[config.mk]
export PLATFORM = sky130hd
export DESIGN_NAME = quicksort_lomuto_counting_unit
export DESIGN_NICKNAME = d
export VERILOG_FILES = /design/src/rtl/core/qslc_pkg.sv /design/src/rtl/core/qslc_ram.sv /design/src/rtl/core/quicksort_lomuto_counting_unit.sv
export SDC_FILE = /design/constraint.sdc
export NUM_CORES = 2
export LEC_CHECK = 0
export ABC_AREA = 1
export BUFFER_PORTS_ARGS = -buffer_cell sky130_fd_sc_hd__buf_2
export CORE_ASPECT_RATIO = 0.9
export CORE_MARGIN = 2
export CORE_UTILIZATION = 30
export CTS_BUF_LIST = sky130_fd_sc_hd__clkbuf_4 sky130_fd_sc_hd__clkbuf_8 sky130_fd_sc_hd__clkbuf_16
export DETAILED_ROUTE_END_ITERATION = 8
export GPL_TIMING_DRIVEN = 0
export MAX_ROUTING_LAYER = met4
export PLACE_DENSITY = 0.55
export SYNTH_ARGS = -nofsm -noshare
export SYNTH_HDL_FRONTEND = slang
export SYNTH_HIERARCHICAL = 1
export SYNTH_SLANG_ARGS = --single-unit
[constraint.sdc]
create_clock -name clk -period 5 [get_ports clk]
set_clock_uncertainty 0.15 [all_clocks]
set_input_delay 0.25 -clock clk [delete_from_list [all_inputs] [get_ports clk]]
set_output_delay 0.25 -clock clk [all_outputs]
set_load 0.02 [all_outputs]
[src/rtl/core/qslc_pkg.sv]
package qslc_pkg;

	localparam int DATA_W = 32;
	localparam int CNT_W  = 12;
	localparam logic [CNT_W-1:0] CNT_MAX = 12'd4095;

	// sequencer states
	localparam logic [3:0] ST_LOAD  = 4'd0;
	localparam logic [3:0] ST_POP   = 4'd1;
	localparam logic [3:0] ST_RDPIV = 4'd2;
	localparam logic [3:0] ST_PIVW  = 4'd3;
	localparam logic [3:0] ST_SCANR = 4'd4;
	localparam logic [3:0] ST_SCANC = 4'd5;
	localparam logic [3:0] ST_SWPR  = 4'd6;
	localparam logic [3:0] ST_SWPW  = 4'd7;
	localparam logic [3:0] ST_PUSH  = 4'd8;
	localparam logic [3:0] ST_OUTR  = 4'd9;
	localparam logic [3:0] ST_OUTW  = 4'd10;
	localparam logic [3:0] ST_OUTH  = 4'd11;
	localparam logic [3:0] ST_START = 4'd12;

	function automatic logic [CNT_W-1:0] sat_inc(input logic [CNT_W-1:0] c);
		sat_inc = (c == CNT_MAX) ? c : c + 1'b1;
	endfunction

endpackage

[src/rtl/core/qslc_ram.sv]
// one write port, one registered read port
module qslc_ram #(
	parameter int DEPTH = 64,
	parameter int WIDTH = 32
) (
	input  logic                     clk,
	input  logic                     we,
	input  logic [$clog2(DEPTH)-1:0] waddr,
	input  logic [WIDTH-1:0]         wdata,
	input  logic [$clog2(DEPTH)-1:0] raddr,
	output logic [WIDTH-1:0]         rdata
);
	logic [WIDTH-1:0] mem [DEPTH];

	always_ff @(posedge clk) begin
		if (we) begin
			mem[waddr] <= wdata;
		end
		rdata <= mem[raddr];
	end
endmodule

[src/rtl/core/quicksort_lomuto_counting_unit.sv]
// Lomuto quicksort unit. Signed 32-bit values load one beat per cycle into a
// MAX_ELEMENTS-entry store; the beat with tlast closes the array (beats past
// a full store are dropped, tlast still closes). The block then sorts with a
// single comparator and one single-port-read store under a sequencer, pivot =
// last element of each range, pending ranges on an explicit stack. Each
// compare reads the element (SCANR, PIVW); a swap reads the fill slot and
// writes both slots (SCANC, SWPR, SWPW), the pivot swap via SCANR, SWPR,
// SWPW; sorting time is dominated by the store read latency. Sorted values
// then stream out, each read from the store before it is offered, tlast on
// the final one, each carrying this array's compare and swap counts.
// s_tready is low from the closing beat until the last result is taken.
module quicksort_lomuto_counting_unit #(
	parameter int MAX_ELEMENTS = 64
) (
	input  logic        clk,
	input  logic        arst_n,
	input  logic        s_tvalid,
	output logic        s_tready,
	input  logic [31:0] s_tdata,   // element_value[31:0]
	input  logic        s_tlast,   // is_final
	output logic        m_tvalid,
	input  logic        m_tready,
	output logic [55:0] m_tdata,   // sorted_value[31:0], compare_total[43:32], exchange_total[55:44]
	output logic        m_tlast    // end_of_array
);
	localparam int AW = $clog2(MAX_ELEMENTS);
	localparam int NW = $clog2(MAX_ELEMENTS + 1);
	localparam int SW = 2 * AW;
	// pending ranges are disjoint and at least two long, so half the store depth suffices
	localparam int SD  = (MAX_ELEMENTS < 4) ? 2 : MAX_ELEMENTS / 2;
	localparam int SDW = $clog2(SD);

	logic [3:0] state_q;
	logic [NW-1:0] count_q;
	logic [AW-1:0] lo_q, hi_q, k_q, fill_q, out_q;
	logic [SDW:0] sp_q;
	logic [31:0] pivot_q, tmp_q, outv_q;
	logic [qslc_pkg::CNT_W-1:0] cmp_q, xch_q;
	logic swap_hi_q, outlast_q;

	// stack
	logic [SW-1:0] stk_q [SD];

	// element store
	logic we;
	logic [AW-1:0] waddr, raddr;
	logic [31:0] wdata, rdata;

	qslc_ram #(.DEPTH(MAX_ELEMENTS), .WIDTH(32)) u_store (
		.clk(clk), .we(we), .waddr(waddr), .wdata(wdata), .raddr(raddr), .rdata(rdata)
	);

	logic lt;
	assign lt = $signed(rdata) < $signed(pivot_q);

	assign s_tready = (state_q == qslc_pkg::ST_LOAD);

	// combinational store control
	always_comb begin
		we    = 1'b0;
		waddr = k_q;
		wdata = tmp_q;
		raddr = k_q;
		case (state_q)
			qslc_pkg::ST_LOAD: begin
				we    = s_tvalid && (count_q < NW'(MAX_ELEMENTS));
				waddr = count_q[AW-1:0];
				wdata = s_tdata;
			end
			qslc_pkg::ST_POP: raddr = hi_q;
			qslc_pkg::ST_SCANR: begin
				// end of range: fetch store[fill] for the pivot swap
				if (k_q == hi_q) begin
					raddr = fill_q;
				end
			end
			qslc_pkg::ST_SCANC: raddr = fill_q;
			qslc_pkg::ST_SWPR: begin
				// rdata = store[fill]; write store[fill] <= store[k], or the pivot for the pivot swap
				we    = 1'b1;
				waddr = fill_q;
				wdata = swap_hi_q ? pivot_q : tmp_q;
			end
			qslc_pkg::ST_SWPW: begin
				we    = 1'b1;
				waddr = swap_hi_q ? hi_q : k_q;
				wdata = tmp_q;
			end
			qslc_pkg::ST_OUTR: raddr = out_q;
			default: ;
		endcase
	end

	logic [AW-1:0] top_lo, top_hi;
	assign top_lo = stk_q[sp_q[SDW-1:0] - 1'b1][SW-1:AW];
	assign top_hi = stk_q[sp_q[SDW-1:0] - 1'b1][AW-1:0];

	always_ff @(posedge clk or negedge arst_n) begin
		if (!arst_n) begin
			state_q   <= qslc_pkg::ST_LOAD;
			count_q   <= '0;
			sp_q      <= '0;
			cmp_q     <= '0;
			xch_q     <= '0;
			m_tvalid  <= 1'b0;
			swap_hi_q <= 1'b0;
		end else begin
			case (state_q)
				qslc_pkg::ST_LOAD: begin
					if (s_tvalid) begin
						if (count_q < NW'(MAX_ELEMENTS)) count_q <= count_q + 1'b1;
						if (s_tlast) state_q <= qslc_pkg::ST_START;
					end
				end
				qslc_pkg::ST_START: begin
					cmp_q <= '0;
					xch_q <= '0;
					out_q <= '0;
					if (count_q >= NW'(2)) begin
						stk_q[0] <= {AW'(0), AW'(count_q - 1'b1)};
						sp_q     <= (SDW+1)'(1);
						state_q  <= qslc_pkg::ST_PUSH;
					end else begin
						sp_q    <= '0;
						state_q <= qslc_pkg::ST_PUSH;
					end
				end
				qslc_pkg::ST_PUSH: begin
					// dispatch: pop next range or go emit
					if (sp_q == '0) begin
						state_q <= qslc_pkg::ST_OUTR;
					end else begin
						lo_q    <= top_lo;
						hi_q    <= top_hi;
						k_q     <= top_lo;
						fill_q  <= top_lo;
						sp_q    <= sp_q - 1'b1;
						state_q <= (top_lo < top_hi) ? qslc_pkg::ST_POP : qslc_pkg::ST_PUSH;
					end
				end
				qslc_pkg::ST_POP: state_q <= qslc_pkg::ST_RDPIV;
				qslc_pkg::ST_RDPIV: begin
					pivot_q <= rdata;
					state_q <= qslc_pkg::ST_SCANR;
				end
				qslc_pkg::ST_SCANR: begin
					// address k presented; check end of range
					if (k_q == hi_q) begin
						swap_hi_q <= 1'b1;
						xch_q     <= qslc_pkg::sat_inc(xch_q);
						state_q   <= qslc_pkg::ST_SWPR;
					end else begin
						state_q <= qslc_pkg::ST_PIVW;
					end
				end
				qslc_pkg::ST_PIVW: begin
					cmp_q <= qslc_pkg::sat_inc(cmp_q);
					if (lt) begin
						tmp_q   <= rdata;
						xch_q   <= qslc_pkg::sat_inc(xch_q);
						state_q <= qslc_pkg::ST_SCANC;
					end else begin
						k_q     <= k_q + 1'b1;
						state_q <= qslc_pkg::ST_SCANR;
					end
				end
				qslc_pkg::ST_SCANC: state_q <= qslc_pkg::ST_SWPR;
				qslc_pkg::ST_SWPR: begin
					// rdata holds store[fill]; it goes to k (or hi)
					tmp_q   <= rdata;
					state_q <= qslc_pkg::ST_SWPW;
				end
				qslc_pkg::ST_SWPW: begin
					if (swap_hi_q) begin
						swap_hi_q <= 1'b0;
						if (fill_q + 1'b1 < hi_q && fill_q != hi_q) begin
							stk_q[sp_q[SDW-1:0]] <= {fill_q + 1'b1, hi_q};
							if (fill_q > lo_q + 1'b1) begin
								stk_q[sp_q[SDW-1:0] + 1'b1] <= {lo_q, fill_q - 1'b1};
								sp_q <= sp_q + 2'd2;
							end else begin
								sp_q <= sp_q + 1'b1;
							end
						end else if (fill_q > lo_q + 1'b1) begin
							stk_q[sp_q[SDW-1:0]] <= {lo_q, fill_q - 1'b1};
							sp_q <= sp_q + 1'b1;
						end
						state_q <= qslc_pkg::ST_PUSH;
					end else begin
						fill_q  <= fill_q + 1'b1;
						k_q     <= k_q + 1'b1;
						state_q <= qslc_pkg::ST_SCANR;
					end
				end
				qslc_pkg::ST_OUTR: state_q <= qslc_pkg::ST_OUTW;
				qslc_pkg::ST_OUTW: begin
					outv_q    <= rdata;
					outlast_q <= (NW'(out_q) + 1'b1 == count_q) || (count_q <= NW'(1));
					m_tvalid  <= 1'b1;
					state_q   <= qslc_pkg::ST_OUTH;
				end
				qslc_pkg::ST_OUTH: begin
					if (m_tready) begin
						m_tvalid <= 1'b0;
						out_q    <= out_q + 1'b1;
						if (outlast_q) begin
							count_q <= '0;
							state_q <= qslc_pkg::ST_LOAD;
						end else begin
							state_q <= qslc_pkg::ST_OUTR;
						end
					end
				end
				default: state_q <= qslc_pkg::ST_LOAD;
			endcase
		end
	end

	assign m_tdata = {xch_q, cmp_q, outv_q};
	assign m_tlast = outlast_q;

	a_valid_state: assert property (@(posedge clk) disable iff (!arst_n)
		m_tvalid |-> state_q == qslc_pkg::ST_OUTH) else $error("valid outside output");
	a_no_load: assert property (@(posedge clk) disable iff (!arst_n)
		m_tvalid |-> !s_tready) else $error("load during output");
	a_stack: assert property (@(posedge clk) disable iff (!arst_n)
		sp_q <= (SDW+1)'(SD)) else $error("stack overflow");
	a_cnt: assert property (@(posedge clk) disable iff (!arst_n)
		count_q <= NW'(MAX_ELEMENTS)) else $error("count overflow");
endmodule

==> reports/results.txt <==
A synthesized cell averages 11.2 um2. For the total placed cells including tap cells, the log shows 15500. The run gives 4.24% as the max-slew headroom at the worst pin.

The initial standard-cell utilization of the core was 30.2%; the arrival time reported for the critical path endpoint was 5.53 ns. Derived from the worst setup path, the maximum achievable clock frequency is 195 MHz. The final layout contains routed wiring with a total length of 480 mm. The flow ran to the end, but the final reports show violations. Number of vias after detailed routing: 88600. IR analysis of the VDD net gives a maximum drop of 0.486 mV. At the end of routability-driven placement, the weighted congestion stood at 1.03. The floorplan has 213 rows. After the last flow step, the layout net total stands at 11100. For the detailed router's first-iteration violation count, the log shows 14300.

By area the synthesized netlist is led by edfxtp_1 68%, nand2_1 11%, nand3_1 9.2%, buf_2 1.5%, o21ai_1 1.2%. The layout has 36700 filler cells. The tools report the nature of the critical path endpoint as a register. The minimum period implied by the final worst setup slack works out to 5.13 ns. The total CTS buffers was 276; the clock-pin slew on the worst setup and hold paths was 0.06 ns. The later-pin clock latency in the skew report was 0.91 ns.

The area share of the largest cell type after synthesis works out to 68.0%. The share of synthesized flip-flops with an asynchronous set or reset works out to 1.63%. Clock tree root buffer cell: clkbuf_16.

The worst setup path is launched from a register. Counting along the longest clock path gives a buffer depth of 4. Summed over all nets, the switching power comes to 0.0483 W.

The maximum fanout along the worst path was 23. The post-synthesis cell type with the largest combined area is edfxtp_1. In the routed design, unresolved DRC markers number 0. In the post-synthesis netlist, the cell with the most instances is nand2_1. The mapped netlist covers 113000 um2.

The number of enable flip-flop cells after synthesis was 2559. Across the whole layout, storage elements account for 78600 um2. The detail-routed net length per standard cell is 29.7 um, and the portion of total power attributed to combinational logic is 50.3%. The count of non-filler cells in the finished layout is 16200, and the portion of the post-synthesis area used by sequential elements is 69.5%. 96 I/O pins were placed.

In the final layout, the multi-input gates occupy 31000 um2. The standby leakage power came out at 49.9 nW. For the maximum number of pins on one net before global-route repair, the log shows 49. The logs give 30 for the number of antenna violations at the first check in global routing and 647 mm for the wire length of the first global-routing pass. The clock share of power is 21.0%, and the slew of the pin with the lowest slew margin is 1.43 ns. The tools report the part of the total power dissipated in sequential elements as 28.7%.

Setup repair after global routing could not meet its margin everywhere. The top flip-flop cell by instance count after synthesis was edfxtp_1. The tool flagged a number of max-cap violations equal to 0. For the required arrival time at the worst endpoint, the log shows 5.40 ns. On the final layout, the worst hold slack is 0.0541 ns. Net switching is 48.1% of the power. The total congestion overflow was 0. When the netlist entered floorplanning its net count stood at 10200. For this design, the sink count on the clock tree is 2634.

The max-slew violation count was 0. Compared with the post-synthesis result, the final layout area differs by 20.3%. The checks that failed: negative setup slack.

The share of cells above drive strength 1 is 16.6%, and the area of the placeable core is 375000 um2. Global routing used 24.9% of the available tracks across all layers. For this run, the number of Yosys warnings is 6. The flip-flop and latch count after synthesis is 2634, and the least setup slack across all paths after layout is -0.127 ns. By count the netlist is led by 3176 x nand2_1, 2559 x edfxtp_1, 2089 x nand3_1, 330 x buf_2, 276 x o21ai_1. TritonCTS built the clock tree. The final critical path takes up 103% of the cycle. Counting distinct cell types in the post-synthesis netlist gives 57. The worst register-to-register path has a setup slack of -0.13 ns.

The floorplan step defined a die boundary enclosing 382000 um2. Setup violations remaining at the end of the flow were counted as 56. For this design the ratio of total power to cell area is 738 nW/um2. The critical path is of the reg2reg type. Using the TritonRoute via totals, the vias-per-cell ratio works out to 5.48. Cell internal power was estimated by the tool at 0.0522 W. From bottom edge to top edge, the die measures 586 um.

In this run the remaining antenna-violating nets after routing total 0. For the sum of negative setup slack, the log shows -4.02 ns. The run gives 79400 as the number of global-route vias before repair. The tools report the number of standard cells after synthesis as 10100. The H-tree was split into 5 levels. Cells fill 36.3% of the core in the end.

The count of port buffers added during placement is 95, and the first-pass detailed-route iteration total is 9. The chip width came out at 651 um. Hold violation count in the final report: 0. The worst hold path belongs to the class in2reg. The detailed placer's ending HPWL was 343 mm.
[repair_timing]
action | CTS | global route
endpoints found under the hold margin | 289 | 0
hold buffers | 28 | 0
pin swaps | 33 | 22
buffers inserted | 56 | 50
endpoints found under the setup margin | 517 | 744
gates resized for setup | 204 | 138
[sequential cells by signal, indices dropped and copies added, names as in the netlist, 4 cells and up]
| signal | cells |
|---|---|
| hi_q | 6 |
| k_q | 6 |
| sp_q | 6 |
| count_q | 7 |
| u_store/rdata | 32 |
| cmp_q | 12 |
| tmp_q | 32 |
| xch_q | 12 |
| state_q | 4 |
| outv_q | 32 |
| pivot_q | 32 |
| lo_q | 6 |
| out_q | 6 |
| fill_q | 6 |
| stk_q | 384 |
| u_store/mem | 2048 |
[stage by stage]
| stage | worst slack, ns | area (um2) | power, W |
|---|---|---|---|
| 2_1_floorplan | -0.533 | 113000 | 0.0519 |
| 3_3_place_gp | -9.55 | 120000 | 0.0748 |
| 3_5_place_dp | -2.44 | 125000 | 0.0757 |
| 4_1_cts | -0.162 | 135000 | 0.0973 |
| 5_1_grt | -0.0896 | 136000 | 0.103 |
| 6_report | -0.127 | 136000 | 0.100 |
[logic make-up (layout without fill, tap and decap cells)]
| group | Yosys count | count (layout) | synth area share (%) |
|---|---|---|---|
| and+or+nand+nor | 5655 | 5655 | 21.5 |
| other | 0 | 20 | 0 |
| AOI/OAI and AO/OA | 790 | 790 | 3.87 |
| adders and majority gates | 67 | 67 | 0.741 |
| buffers and inverters | 918 | 2024 | 4.08 |
| DFF | 2634 | 2634 | 69.5 |
| xor gates and xnor gates | 44 | 44 | 0.354 |
[final timing paths]
path	startpoint	endpoint	depth (start not counted)
worst min-delay path	s_tdata[7]	u_store/mem[9][7]$_DFFE_PP_	3
max in group asynchronous	arst_n	xch_q[1]$_DFFE_PN0P_	3
worst max-delay path	state_q[0]$_DFFE_PN0P_	u_store/mem[18][12]$_DFFE_PP_	11
worst min register to register	count_q[6]$_DFFE_PN0P_	count_q[6]$_DFFE_PN0P_	2
min in group asynchronous	arst_n	count_q[1]$_DFFE_PN0P_	3
worst max register to register	state_q[0]$_DFFE_PN0P_	u_store/mem[18][12]$_DFFE_PP_	11
[worst max-delay path, stage by stage, from the launching register on]
cell	delay, ns
dfrtp_1	0.43
nor2_1	0.24
nand2_1	0.22
inv_2	0.29
nand2_1	0.09
a21oi_1	0.17
nand2_1	0.16
nand2_1	0.57
clkbuf_1	0.42
nand4_1	0.89
nor2_4	0.81
buf_12	0.30
[cell type report]
cell class / instances / share of cell area (%)
tap: 4945 / 4.55
timing repair buffer: 623 / 4.60
clock inverter: 147 / 1.05
sequential: 2634 / 57.7
buffer: 690 / 3.07
inverter: 222 / 0.646
multi-input combinational: 6556 / 22.8
antenna: 20 / 0.0368
clock buffer: 342 / 5.56
[power by group through the flow]
stage / logic [W] / clock network [W] / registers, W
after detailed placement: 0.0464 / 0 / 0.0293
after global placement: 0.0443 / 0 / 0.0306
after floorplan: 0.0225 / 0 / 0.0295
after CTS: 0.0474 / 0.0211 / 0.0288
final: 0.0505 / 0.0211 / 0.0288
after global routing: 0.0517 / 0.0220 / 0.0289
[cells in the final DEF, fill, tap and decap left out, types with 43 or more instances in the layout]
cell	synthesis	routed
ha_1	67	67
inv_1	161	160
edfxtp_1	2559	2559
clkbuf_1	178	120
o21ai_1	276	288
buf_4	90	456
nand2_1	3176	3162
nor2_1	263	205
clkbuf_16	0	285
nand3_1	2089	2040
buf_2	330	360
inv_2	50	48
o211ai_1	55	55
o21ai_0	242	206
dfrtp_1	43	43
clkbuf_4	0	91
buf_6	48	116
nor2_4	1	58
clkinv_1	2	71
a21oi_1	110	109
nand3_2	0	44
clkbuf_2	3	51
buf_12	0	90
[metal layers]
layer / GRT usage (%) / share of wire [%] / up-vias
met1: 32.3 / 38 / 43500
met5: - / 0 / -
met3: 7.10 / 14 / 1329
met2: 35.0 / 42 / 6302
li1: - / - / 37500
met4: 13.5 / 6.6 / 0
(Power assumes the default switching activity.)
